<file path="config.mk">
export PLATFORM = sky130hd
export DESIGN_NAME = char_lcd_write_sequencer
export DESIGN_NICKNAME = d
export VERILOG_FILES = /design/src/design/clws_pkg.sv /design/src/design/clws_ctrl.sv /design/src/design/clws_dpath.sv /design/src/design/char_lcd_write_sequencer.sv
export SDC_FILE = /design/constraint.sdc
export NUM_CORES = 1
export LEC_CHECK = 0
export ABC_AREA = 0
export BUFFER_PORTS_ARGS = -buffer_cell sky130_fd_sc_hd__buf_4
export CORE_AREA = 2 2 159 115
export DETAILED_ROUTE_END_ITERATION = 16
export DIE_AREA = 0 0 161 117
export PLACE_DENSITY = 0.53
export REMOVE_ABC_BUFFERS = 1
export SLEW_MARGIN = 0
export SYNTH_ARGS = -nofsm -noshare
export SYNTH_HDL_FRONTEND = slang
export SYNTH_HIERARCHICAL = 1
export SYNTH_SLANG_ARGS = --single-unit
</file>
<file path="constraint.sdc">
create_clock -name clk_i -period 3.6 [get_ports clk_i]
set_clock_uncertainty 0.15 [all_clocks]
set_input_delay 0.36 -clock clk_i [delete_from_list [all_inputs] [get_ports clk_i]]
set_output_delay 0.36 -clock clk_i [all_outputs]
set_load 0.02 [all_outputs]
</file>
<file path="src/design/clws_pkg.sv">
`timescale 1ns / 1ps
`default_nettype none

package clws_pkg;

  // request kinds
  localparam logic [1:0] OP_INIT = 2'd0;
  localparam logic [1:0] OP_RAW  = 2'd1;
  localparam logic [1:0] OP_CHAR = 2'd2;
  localparam logic [1:0] OP_NUM  = 2'd3;

  localparam int MAX_DIGITS = 5;
  localparam int NUM_W      = 16;
  localparam int BCD_DIGITS = 5;                  // enough for any 16-bit value
  localparam int DD_W       = NUM_W + 4 * BCD_DIGITS;
  localparam int CONV_CNT_W = $clog2(NUM_W);
  localparam int BIDX_W     = 4;                  // up to 2*MAX_DIGITS bytes

  localparam logic [7:0]  CMD_FUNC_8BIT = 8'h38;
  localparam logic [7:0]  CMD_FUNC_4BIT = 8'h28;
  localparam logic [7:0]  CMD_DISP_ON   = 8'h0C;
  localparam logic [7:0]  CMD_ENTRY     = 8'h06;
  localparam logic [7:0]  CMD_CLEAR     = 8'h01;
  localparam logic [7:0]  CMD_SET_DDRAM = 8'h80;
  localparam logic [7:0]  LINE2_BASE    = 8'h40;
  localparam logic [3:0]  ASCII_DIGIT   = 4'h3;

  localparam logic [14:0] WAIT_POWER_UP = 15'd20000;
  localparam logic [12:0] WAIT_BYTE     = 13'd100;
  localparam logic [12:0] WAIT_NIBBLE   = 13'd50;
  localparam logic [12:0] WAIT_CLEAR    = 13'd2000;

  typedef struct packed {
    logic [7:0]  data;
    logic        lone;       // single nibble, no low half
    logic [12:0] wait_lone;  // settle time for a single nibble
    logic [12:0] extra;      // added after the final half of a byte
  } init_ent_t;

  typedef struct packed {
    logic              load;
    logic              conv;
    logic              emit;
    logic              phase;  // 0 high nibble, 1 low nibble
    logic              last;
    logic [BIDX_W-1:0] bidx;
  } cmd_t;

  typedef struct packed {
    logic              mode;   // 1 = 4-bit bus
    logic              lone;
    logic [BIDX_W-1:0] n_bytes;
  } sts_t;

  // Init list: entries 0..3 are the 4-bit wake-up nibbles, 4..7 the bytes.
  function automatic init_ent_t init_entry(input logic [2:0] j, input logic mode);
    init_ent_t e;
    e = '{data: 8'h00, lone: 1'b0, wait_lone: 13'd0, extra: 13'd0};
    case (j)
      3'd0: e = '{data: 8'h30, lone: 1'b1, wait_lone: 13'd5000, extra: 13'd0};
      3'd1: e = '{data: 8'h30, lone: 1'b1, wait_lone: 13'd5000, extra: 13'd0};
      3'd2: e = '{data: 8'h30, lone: 1'b1, wait_lone: 13'd150, extra: 13'd0};
      3'd3: e = '{data: 8'h20, lone: 1'b1, wait_lone: 13'd0, extra: 13'd0};
      3'd4: e = '{data: mode ? CMD_FUNC_4BIT : CMD_FUNC_8BIT, lone: 1'b0,
                  wait_lone: 13'd0, extra: 13'd0};
      3'd5: e.data = CMD_DISP_ON;
      3'd6: e.data = CMD_ENTRY;
      3'd7: e = '{data: CMD_CLEAR, lone: 1'b0, wait_lone: 13'd0, extra: WAIT_CLEAR};
      default: e = '{data: 8'h00, lone: 1'b0, wait_lone: 13'd0, extra: 13'd0};
    endcase
    return e;
  endfunction

endpackage

`default_nettype wire

</file>
<file path="src/design/clws_ctrl.sv">
`timescale 1ns / 1ps
`default_nettype none

module clws_ctrl (
  input  wire logic            clk_i,
  input  wire logic            rst_ni,
  input  wire logic            start_i,
  input  wire logic [1:0]      opcode_i,
  input  wire clws_pkg::sts_t  sts_i,
  output clws_pkg::cmd_t       cmd_o,
  output logic                 busy_o
);

  localparam logic [1:0] ST_IDLE = 2'd0;
  localparam logic [1:0] ST_CONV = 2'd1;
  localparam logic [1:0] ST_EMIT = 2'd2;

  logic [1:0]                          state_q, state_d;
  logic [clws_pkg::CONV_CNT_W-1:0]     cnt_q, cnt_d;
  logic [clws_pkg::BIDX_W-1:0]         bidx_q, bidx_d;
  logic                                phase_q, phase_d;
  logic                                done_byte;
  logic                                last_byte;

  assign done_byte = sts_i.lone || !sts_i.mode || phase_q;
  assign last_byte = (bidx_q == (sts_i.n_bytes - clws_pkg::BIDX_W'(1)));

  always_comb begin
    state_d = state_q;
    cnt_d   = cnt_q;
    bidx_d  = bidx_q;
    phase_d = phase_q;
    cmd_o   = '0;
    cmd_o.bidx  = bidx_q;
    cmd_o.phase = phase_q;
    case (state_q)
      ST_IDLE: begin
        if (start_i) begin
          cmd_o.load = 1'b1;
          cnt_d      = '0;
          bidx_d     = '0;
          phase_d    = 1'b0;
          state_d    = (opcode_i == clws_pkg::OP_NUM) ? ST_CONV : ST_EMIT;
        end
      end
      ST_CONV: begin
        cmd_o.conv = 1'b1;
        cnt_d      = cnt_q + 1'b1;
        if (cnt_q == clws_pkg::CONV_CNT_W'(clws_pkg::NUM_W - 1)) begin
          state_d = ST_EMIT;
        end
      end
      ST_EMIT: begin
        if (bidx_q >= sts_i.n_bytes) begin
          // empty number request
          state_d = ST_IDLE;
        end else begin
          cmd_o.emit = 1'b1;
          cmd_o.last = last_byte && done_byte;
          if (done_byte) begin
            bidx_d  = bidx_q + 1'b1;
            phase_d = 1'b0;
          end else begin
            phase_d = 1'b1;
          end
          if (last_byte && done_byte) begin
            state_d = ST_IDLE;
          end
        end
      end
      default: state_d = ST_IDLE;
    endcase
  end

  always_ff @(posedge clk_i or negedge rst_ni) begin
    if (!rst_ni) begin
      state_q <= ST_IDLE;
      cnt_q   <= '0;
      bidx_q  <= '0;
      phase_q <= 1'b0;
    end else begin
      state_q <= state_d;
      cnt_q   <= cnt_d;
      bidx_q  <= bidx_d;
      phase_q <= phase_d;
    end
  end

  assign busy_o = (state_q != ST_IDLE);

endmodule

`default_nettype wire

</file>
<file path="src/design/clws_dpath.sv">
`timescale 1ns / 1ps
`default_nettype none

module clws_dpath (
  input  wire logic            clk_i,
  input  wire logic            rst_ni,
  input  wire logic            cfg_we_i,
  input  wire logic            cfg_data_i,
  input  wire logic [1:0]      opcode_i,
  input  wire logic [1:0]      line_no_i,
  input  wire logic [5:0]      column_no_i,
  input  wire logic [7:0]      byte_value_i,
  input  wire logic [15:0]     number_value_i,
  input  wire logic [2:0]      digit_count_i,
  input  wire clws_pkg::cmd_t  cmd_i,
  output clws_pkg::sts_t       sts_o,
  output logic                 res_strobe_o,
  output logic                 reg_select_o,
  output logic [7:0]           bus_data_o,
  output logic [14:0]          wait_before_us_o,
  output logic [12:0]          wait_after_us_o,
  output logic                 last_o
);

  logic                          mode_q;
  logic [1:0]                    op_q;
  logic                          line2_q;
  logic [5:0]                    col_q;
  logic [7:0]                    byte_q;
  logic [2:0]                    cnt_q;
  logic [clws_pkg::DD_W-1:0]     dd_q, dd_d;
  logic [clws_pkg::DD_W-1:0]     dd_adj;
  logic [3:0]                    digs [clws_pkg::BCD_DIGITS];

  logic [2:0]                    pair;
  logic [2:0]                    dig_idx;
  logic [7:0]                    col8;
  logic [7:0]                    addr_cmd;
  logic [2:0]                    init_j;
  clws_pkg::init_ent_t           ient;
  logic [7:0]                    cur_byte;
  logic                          cur_rs;
  logic [12:0]                   cur_extra;
  logic [7:0]                    data_d;
  logic [12:0]                   after_d;
  logic [14:0]                   before_d;

  logic                          strobe_q;
  logic                          rs_q, last_q;
  logic [7:0]                    data_q;
  logic [14:0]                   before_q;
  logic [12:0]                   after_q;

  // configuration register
  always_ff @(posedge clk_i or negedge rst_ni) begin
    if (!rst_ni) begin
      mode_q <= 1'b0;
    end else if (cfg_we_i) begin
      mode_q <= cfg_data_i;
    end
  end

  // double dabble: add 3 to digits of 5 and up, then shift
  always_comb begin
    dd_adj = dd_q;
    for (int k = 0; k < clws_pkg::BCD_DIGITS; k++) begin
      if (dd_q[clws_pkg::NUM_W + 4*k +: 4] >= 4'd5) begin
        dd_adj[clws_pkg::NUM_W + 4*k +: 4] = dd_q[clws_pkg::NUM_W + 4*k +: 4] + 4'd3;
      end
    end
    dd_d = {dd_adj[clws_pkg::DD_W-2:0], 1'b0};
  end

  always_ff @(posedge clk_i) begin
    if (cmd_i.load) begin
      op_q    <= opcode_i;
      line2_q <= (line_no_i == 2'd2);
      col_q   <= column_no_i;
      byte_q  <= byte_value_i;
      cnt_q   <= (digit_count_i > 3'(clws_pkg::MAX_DIGITS)) ?
                 3'(clws_pkg::MAX_DIGITS) : digit_count_i;
      dd_q    <= {(clws_pkg::DD_W - clws_pkg::NUM_W)'(0), number_value_i};
    end else if (cmd_i.conv) begin
      dd_q    <= dd_d;
    end
  end

  always_comb begin
    for (int k = 0; k < clws_pkg::BCD_DIGITS; k++) begin
      digs[k] = dd_q[clws_pkg::NUM_W + 4*k +: 4];
    end
  end

  // byte pair p holds the address command and the character of digit p, counted from the left
  assign pair     = cmd_i.bidx[3:1];
  assign dig_idx  = cnt_q - 3'd1 - pair;
  assign col8     = {2'b00, col_q} + {5'b00000, pair};
  assign addr_cmd = clws_pkg::CMD_SET_DDRAM |
                    (col8 - 8'd1 + (line2_q ? clws_pkg::LINE2_BASE : 8'h00));

  assign init_j = mode_q ? cmd_i.bidx[2:0] : {1'b1, cmd_i.bidx[1:0]};
  assign ient   = clws_pkg::init_entry(init_j, mode_q);

  always_comb begin
    cur_byte  = byte_q;
    cur_rs    = 1'b0;
    cur_extra = 13'd0;
    sts_o.mode    = mode_q;
    sts_o.n_bytes = '0;
    sts_o.lone    = 1'b0;
    case (op_q)
      clws_pkg::OP_INIT: begin
        cur_byte      = ient.data;
        cur_extra     = ient.extra;
        sts_o.lone    = ient.lone;
        sts_o.n_bytes = mode_q ? clws_pkg::BIDX_W'(8) : clws_pkg::BIDX_W'(4);
      end
      clws_pkg::OP_RAW: begin
        sts_o.n_bytes = clws_pkg::BIDX_W'(1);
      end
      clws_pkg::OP_CHAR: begin
        cur_byte      = cmd_i.bidx[0] ? byte_q : addr_cmd;
        cur_rs        = cmd_i.bidx[0];
        sts_o.n_bytes = clws_pkg::BIDX_W'(2);
      end
      clws_pkg::OP_NUM: begin
        cur_byte      = cmd_i.bidx[0] ? {clws_pkg::ASCII_DIGIT, digs[dig_idx]} : addr_cmd;
        cur_rs        = cmd_i.bidx[0];
        sts_o.n_bytes = {cnt_q, 1'b0};
      end
      default: sts_o.n_bytes = '0;
    endcase
  end

  always_comb begin
    if (sts_o.lone) begin
      data_d  = cur_byte;
      after_d = ient.wait_lone;
    end else if (!mode_q) begin
      data_d  = cur_byte;
      after_d = clws_pkg::WAIT_BYTE + cur_extra;
    end else if (!cmd_i.phase) begin
      data_d  = {cur_byte[7:4], 4'h0};
      after_d = clws_pkg::WAIT_NIBBLE;
    end else begin
      data_d  = {cur_byte[3:0], 4'h0};
      after_d = clws_pkg::WAIT_NIBBLE + cur_extra;
    end
    before_d = ((op_q == clws_pkg::OP_INIT) && (cmd_i.bidx == '0) && !cmd_i.phase) ?
               clws_pkg::WAIT_POWER_UP : 15'd0;
  end

  always_ff @(posedge clk_i or negedge rst_ni) begin
    if (!rst_ni) begin
      strobe_q <= 1'b0;
    end else begin
      strobe_q <= cmd_i.emit;
    end
  end

  always_ff @(posedge clk_i) begin
    if (cmd_i.emit) begin
      rs_q     <= cur_rs;
      data_q   <= data_d;
      before_q <= before_d;
      after_q  <= after_d;
      last_q   <= cmd_i.last;
    end
  end

  assign res_strobe_o     = strobe_q;
  assign reg_select_o     = rs_q;
  assign bus_data_o       = data_q;
  assign wait_before_us_o = before_q;
  assign wait_after_us_o  = after_q;
  assign last_o           = last_q;

endmodule

`default_nettype wire

</file>
<file path="src/design/char_lcd_write_sequencer.sv">
`timescale 1ns / 1ps
// Flow: a taken request moves the controller out of idle, and each transfer is then
//   registered onto the result ports; a number request first runs binary-to-BCD
//   conversion (one bit per cycle). Throughput: one transfer per cycle once emitting;
//   up to 12 for init, 20 for a 5-digit number on 4-bit bus, none with no digits.
// Results are shown for one cycle with res_strobe_o; the receiver cannot stall.
// Reset (rst_ni low, async): sequencer idle, no strobe, bus_mode back to 8-bit.
`default_nettype none

module char_lcd_write_sequencer (
  input  wire logic        clk_i,
  input  wire logic        rst_ni,
  // request channel
  input  wire logic        start,
  output logic             busy,
  input  wire logic [1:0]  opcode_i,
  input  wire logic [1:0]  line_no_i,
  input  wire logic [5:0]  column_no_i,
  input  wire logic [7:0]  byte_value_i,
  input  wire logic [15:0] number_value_i,
  input  wire logic [2:0]  digit_count_i,
  // bus_mode register write
  input  wire logic        cfg_valid_i,
  output logic             cfg_ready_o,
  input  wire logic        cfg_data_i,
  // transfers
  output logic             res_strobe_o,
  output logic             reg_select_o,
  output logic [7:0]       bus_data_o,
  output logic [14:0]      wait_before_us_o,
  output logic [12:0]      wait_after_us_o,
  output logic             last_o
);

  clws_pkg::cmd_t cmd;
  clws_pkg::sts_t sts;
  logic           busy_int;

  // Controller walks the byte list of the request (index + nibble phase);
  // while idle it only looks at start, so start while busy is ignored.
  // A new request can be taken in the first cycle in which busy is low.
  clws_ctrl u_ctrl (
    .clk_i    (clk_i),
    .rst_ni   (rst_ni),
    .start_i  (start && !busy_int),
    .opcode_i (opcode_i),
    .sts_i    (sts),
    .cmd_o    (cmd),
    .busy_o   (busy_int)
  );

  // Datapath latches the request, converts the number to BCD, builds each
  // transfer (address command, character, nibble split, settle waits) and
  // registers it onto the result ports.
  clws_dpath u_dpath (
    .clk_i            (clk_i),
    .rst_ni           (rst_ni),
    .cfg_we_i         (cfg_valid_i && cfg_ready_o),
    .cfg_data_i       (cfg_data_i),
    .opcode_i         (opcode_i),
    .line_no_i        (line_no_i),
    .column_no_i      (column_no_i),
    .byte_value_i     (byte_value_i),
    .number_value_i   (number_value_i),
    .digit_count_i    (digit_count_i),
    .cmd_i            (cmd),
    .sts_o            (sts),
    .res_strobe_o     (res_strobe_o),
    .reg_select_o     (reg_select_o),
    .bus_data_o       (bus_data_o),
    .wait_before_us_o (wait_before_us_o),
    .wait_after_us_o  (wait_after_us_o),
    .last_o           (last_o)
  );

  // bus mode only changes between requests
  assign cfg_ready_o = !busy_int;
  assign busy        = busy_int;

endmodule

`default_nettype wire

</file>
# Word level (Yosys, flattened, before mapping)
# Cells that the tools add are included.
[classes]
n_lt_le_gt_ge = 8
div_mod_pow = 0
muxes = 49
n_shift = 0
addsub = 15
mul = 0
n_bitwise = 2
n_reduce_logical = 26
n_eq_ne = 21
[ops]
columns = ["op", "n"]
rows = [
  ["one-hot mux 27 bit (4 select lines)", 1],
  ["two-way mux 13 bit", 4],
  ["one-hot mux 8 bit (6 select lines)", 1],
  ["two-way mux 4 bit", 10],
  ["two-way mux 8 bit", 5],
  ["two-way mux 16 bit", 2],
  ["one-hot mux 8 bit (3 select lines)", 1],
  ["greater-or-equal comparator 4 x 3 -> 1 bit (second input constant)", 5],
  ["adder 4 x 2 -> 4 bit (second input constant)", 4],
  ["one-hot mux 4 bit (2 select lines)", 2],
  ["one-hot mux 4 bit (4 select lines)", 1],
  ["two-way mux 15 bit", 1],
  ["adder 6 x 13 -> 13 bit (first input constant)", 1],
  ["adder 7 x 13 -> 13 bit (first input constant)", 1],
  ["binary-select mux 4 bit (select 3 bit)", 1],
  ["equality test 3 bit (second input constant)", 4],
  ["equality test 2 bit (second input constant)", 5],
  ["two-way mux 2 bit", 5],
  ["two-way mux 1 bit", 9],
  ["adder 4 x 1 -> 4 bit (second input constant)", 2],
  ["nonzero test 2 bit", 4],
  ["adder 6 x 3 -> 7 bit", 1],
  ["adder 7 bit", 1],
  ["two-way mux 7 bit", 1],
  ["33 further kinds", 49],
]
[totals]
ff_bits = 107
n_memories = 0
in_bits = 42
ram_bits = 0
latchBits = 0
rom_bits = 0

# Logic depth before layout (Yosys ltp)
[logic_depth]
depth_word = 11
ltp_mapped = 11

# Hierarchy
# The synthesis kept the hierarchy.
[by_module_without_submodules]
columns = ["mod", "cells_per_inst", "instances", "area_each_um2", "seq_area_each_um2"]
rows = [
  ["clws_dpath", 406, 1, 4315.4, 2102.0],
  ["clws_ctrl", 83, 1, 778.2, 275.3],
  ["char_lcd_write_sequencer", 3, 1, 16.3, 0.0],
]

# Worst setup path before layout
# OpenSTA, ideal clock, no wires.
[synth_path]
kind = "register to register"
from = "reg u_ctrl.state_q[0]"
to = "reg u_dpath/dd_q[0] (netlist name) (enable)"
slack_ns = 0.151
required_time_ns = 3.116
setup_ns = 0.334
path_buffers = 3
period_less_slack_ns = 3.449
arrival_time_ns = 2.965
stages_incl_launch_ff = 10
cell_sequence = "dfrtp_1 > buf_2 > or2_2 > nor2b_1 > nand2b_1 > or2_2 > inv_1 > clkbuf_1 > buf_1 > or2_2"
[synth_lines]
columns = ["element", "line_no", "text"]
rows = [
  ["start: declaration", "clws_ctrl.sv:18", "logic [1:0] state_q, state_d;"],
  ["start signal: assignment", "clws_ctrl.sv:82", "state_q <= state_d;"],
  ["end signal: assignment", "clws_dpath.sv:82", "dd_q <= {(clws_pkg::DD_W - clws_pkg::NUM_W)'(0), number_value_i};"],
  ["end: declaration", "clws_dpath.sv:31", "logic [clws_pkg::DD_W-1:0] dd_q, dd_d;"],
]

# Final worst setup path
[layout_path]
from = "reg u_ctrl/bidx_q[1] (netlist name)"
to = "reg u_dpath.data_q[4] (netlist: u_dpath/bus_data_o[4]), data pin"
[layout_between]
elab_chain_cells = 10
word_cells_on_any_way = 28
[layout_rtl]
columns = ["element", "line_no", "text"]
rows = [
  ["start: declaration", "clws_ctrl.sv:20", "logic [clws_pkg::BIDX_W-1:0] bidx_q, bidx_d;"],
  ["start signal: assignment", "clws_ctrl.sv:84", "bidx_q <= bidx_d;"],
  ["parallel branches: the longest is 9 deep, another holds adder 6 x 3 -> 7 bit", "-", ""],
  ["two-way mux 8 bit *", "clws_dpath.sv:136", "if (sts_o.lone) begin"],
  ["named net u_dpath.data_d[4]", "clws_dpath.sv:44", "logic [7:0] data_d;"],
  ["end signal: assignment", "clws_dpath.sv:164", "data_q <= data_d;"],
  ["end: declaration", "clws_dpath.sv:50", "logic [7:0] data_q;"],
]
# Mark *: on every way through the listed nets, which the timed path passes. The select of a mux whose other input is x is not followed.
# A chain may end at the register's enable or synchronous reset.

==> flow_metrics.env <==
export IMPL_status="finished, final reports clean"
export IMPL_worstHoldEndpoint="u_dpath/byte_q[3]"
export IMPL_startpoint="u_ctrl/bidx_q[1]"
export IMPL_fillers=1756
export IMPL_final_cell_mix="buf_4, edfxtp_1, inv_1"
export IMPL_critPathMaxFanout=6
export IMPL_drc=0
export IMPL_reg2reg_depth=9
export IMPL_critical_path_required_ps=3510
export IMPL_leakage_nw=2.498
export IMPL_arrival_ps=2880
export IMPL_hold_class="in2reg"
export IMPL_rows=41
export IMPL_synth_async_reset_ratio_pct=14.77
export IMPL_fin_setup_tns_ps=0
export IMPL_yosysSeqAreaShare_pct=46.52
export IMPL_tightestPinTransition_ps=643.1
export IMPL_seqCellArea_mm2=0.002377
export IMPL_synth_ff_type="edfxtp_1"
export IMPL_drt_total_wl_mm=11.09
export IMPL_regToRegStartpoint="u_ctrl/bidx_q[1]"
export IMPL_drive_above_1_share_pct=22.98
export IMPL_power_per_cell_area_mw_per_mm2=780.5
export IMPL_whs_path_depth=1
export IMPL_worstSetupPathType="reg2reg"
export IMPL_synthCells=492
export IMPL_syn_avg_cell_area_um2=10.39
export IMPL_cts_htree_levels=3
export IMPL_portBuffers=70
export IMPL_core_mm2=0.01744
export IMPL_grt_pass1_vias=3579
export IMPL_firstDrtPassIters=5
export IMPL_period_needed_ps=2965
export IMPL_gp_congestion=0.8228
export IMPL_grt_overflow_total=0
export IMPL_peakVddDrop_mv=0.2687
export IMPL_grt_use_total_pct=12.18
export IMPL_rrSetupSlack_ps=630
export IMPL_synth_edff_count=55
export IMPL_pin_count=83
export IMPL_drt_iter0_markers=274
export IMPL_numCtsBuffers=9
export IMPL_finalCritPeriodShare_pct=82.37
export IMPL_die_width_um=161
export IMPL_die_y_um=117
export IMPL_end_kind="flop"
export IMPL_hpwlAfterDp_mm=8.156
export IMPL_ys_types=60
export IMPL_vias_per_cell=4.716
export IMPL_die_area_mm2=0.01884
export IMPL_rsz0062_at_grt="false"
export IMPL_grt_pass1_wl_mm=18.04
export IMPL_insertion_delay_ps=350
export IMPL_wire_per_inst_um=13.98
export IMPL_clkTransAtPathRegs_ps=70
export IMPL_multiInputGateArea_mm2=0.002366
export IMPL_start_util_pct=29.30
export IMPL_diodes=0
export IMPL_max_slew_margin_pct=56.02
export IMPL_post_cts_setup_buffer_count=0
export IMPL_slew_violations=0
export IMPL_cap_viol_max_count=0
export IMPL_clock_fmax_ghz=0.3372
export IMPL_final_hold_viol_count=0
export IMPL_reg2reg_to="u_dpath/bus_data_o[4]"
export IMPL_setup_viol=0
export IMPL_antenna_left=0
export IMPL_place_area_mm2=0.005797
export IMPL_ctsResizeCount=0
export IMPL_final_common_cell="buf_4"
export IMPL_critPathLaunchType="flop"
export IMPL_grt_max_degree=37
export IMPL_antenna_found_initial=0
export IMPL_syn_to_final_growth_pct=20.47
export IMPL_cts_tree="yes"
export IMPL_synth_warnings=6
export IMPL_cts_root_buf="clkbuf_16"
export IMPL_ys_ff_latch=88
export IMPL_nets=622
export IMPL_synth_area_mm2=0.005110
export IMPL_ctsHoldBuffers=1
export IMPL_vias=3740
export IMPL_cts_max_path_buffers=2
export IMPL_cts_sink_count=88
export IMPL_final_area_mm2=0.006156
export IMPL_hp_start="byte_value_i[3]"
[layout make-up]
type / count / share of cell area [%]
tap: 236 / 4.797
inverter: 42 / 2.561
clock inverter: 7 / 2.012
timing repair buffer: 81 / 9.919
multi-input combinational: 330 / 38.43
sequential: 88 / 38.62
clock buffer: 9 / 3.659
[routing by layer]
layer	track usage (%)	part of all wire, %
met1	16.32	48
met5	0	0
met4	3.452	0.97
met2	19.91	45
met3	2.925	5.4
[power breakdown]
part	leakage, nW	total [W]	internal [W]	switching (W)
clock	0.167	0.00110	0.000686	0.000416
combinational	1.48	0.00200	0.000842	0.00116
sequential	0.848	0.00170	0.00151	0.000194
total	2.50	0.00480	0.00303	0.00177
[Yosys cell counts, types with 5 or more instances]
master / number / share of area (%)
xnor2_1: 14 / 2.4
nor2_1: 25 / 1.8
nand2_1: 30 / 2.2
ha_1: 26 / 6.4
nand3_1: 16 / 1.6
o21ai_0: 28 / 2.7
o211ai_1: 6 / 0.88
xor2_1: 5 / 0.86
or2_2: 5 / 0.61
nor2b_1: 10 / 1.2
mux2_2: 17 / 3.7
nor3_1: 6 / 0.59
dfxtp_1: 20 / 7.8
a21oi_1: 28 / 2.7
clkbuf_1: 14 / 1.0
inv_1: 42 / 3.1
mux2i_1: 13 / 2.5
nand2b_1: 22 / 2.7
buf_4: 23 / 3.4
edfxtp_1: 55 / 32
dfrtp_1: 13 / 6.4
a21o_1: 7 / 1.0
[worst max-delay path, stage by stage (launching register included)]
cell      delay, ps
dfrtp_1         380
inv_1           170
ha_1            180
inv_1            50
fa_1            600
mux4_2          350
nand2_1          80
o211ai_1         90
a221oi_1        460
o21ai_0         170
[worst max-delay path by stage]
| stage | endpoint | slack (ps) | depth (start not counted) |
|---|---|---|---|
| final | u_dpath/bus_data_o[4] | 630 | 9 |
| after global routing | u_dpath/bus_data_o[4] | 460 | 9 |
| after CTS | u_dpath/bus_data_o[4] | 670 | 9 |
| after detailed placement | u_dpath/bus_data_o[4] | 690 | 9 |
| after global placement | u_dpath/bus_data_o[5] | 810 | 8 |
| after floorplan | u_dpath/dd_q[0] | 230 | 6 |
[flip-flops by register name (all words and copies together), names as in the netlist, 2 cells and up]
signal	count
u_dpath/bus_data_o	8
u_ctrl/bidx_q	4
u_dpath/op_q	2
u_dpath/wait_after_us_o	8
u_ctrl/cnt_q	4
u_dpath/cnt_q	3
u_ctrl/state_q	2
u_dpath/dd_q	36
u_dpath/col_q	6
u_dpath/byte_q	8
[per-stage QoR]
stage	util, %	hold slack [ps]	setup slack, ps	power [W]	cells
final	35.29	39.04	634.8	0.004805	793
after global routing	35.29	25.23	464.2	0.005140	793
after CTS	35.29	25.37	670.8	0.004856	793
after detailed placement	33.24	74.14	693.9	0.003725	776
after global placement	33.24	72.59	810.1	0.003681	776
after floorplan	-	-85.59	231.0	0.003070	460
[cell families after synthesis]
| family | Yosys count | share of synthesized area [%] |
|---|---|---|
| mux | 34 | 8.056 |
| other cells | 1 | 0.07339 |
| simple gates | 133 | 13.64 |
| buf+inv | 85 | 8.031 |
| flops | 88 | 46.52 |
| fa+ha+maj | 28 | 7.150 |
| compound gates | 103 | 12.81 |
| xor+xnor | 20 | 3.722 |
(Power assumes the default switching activity.)
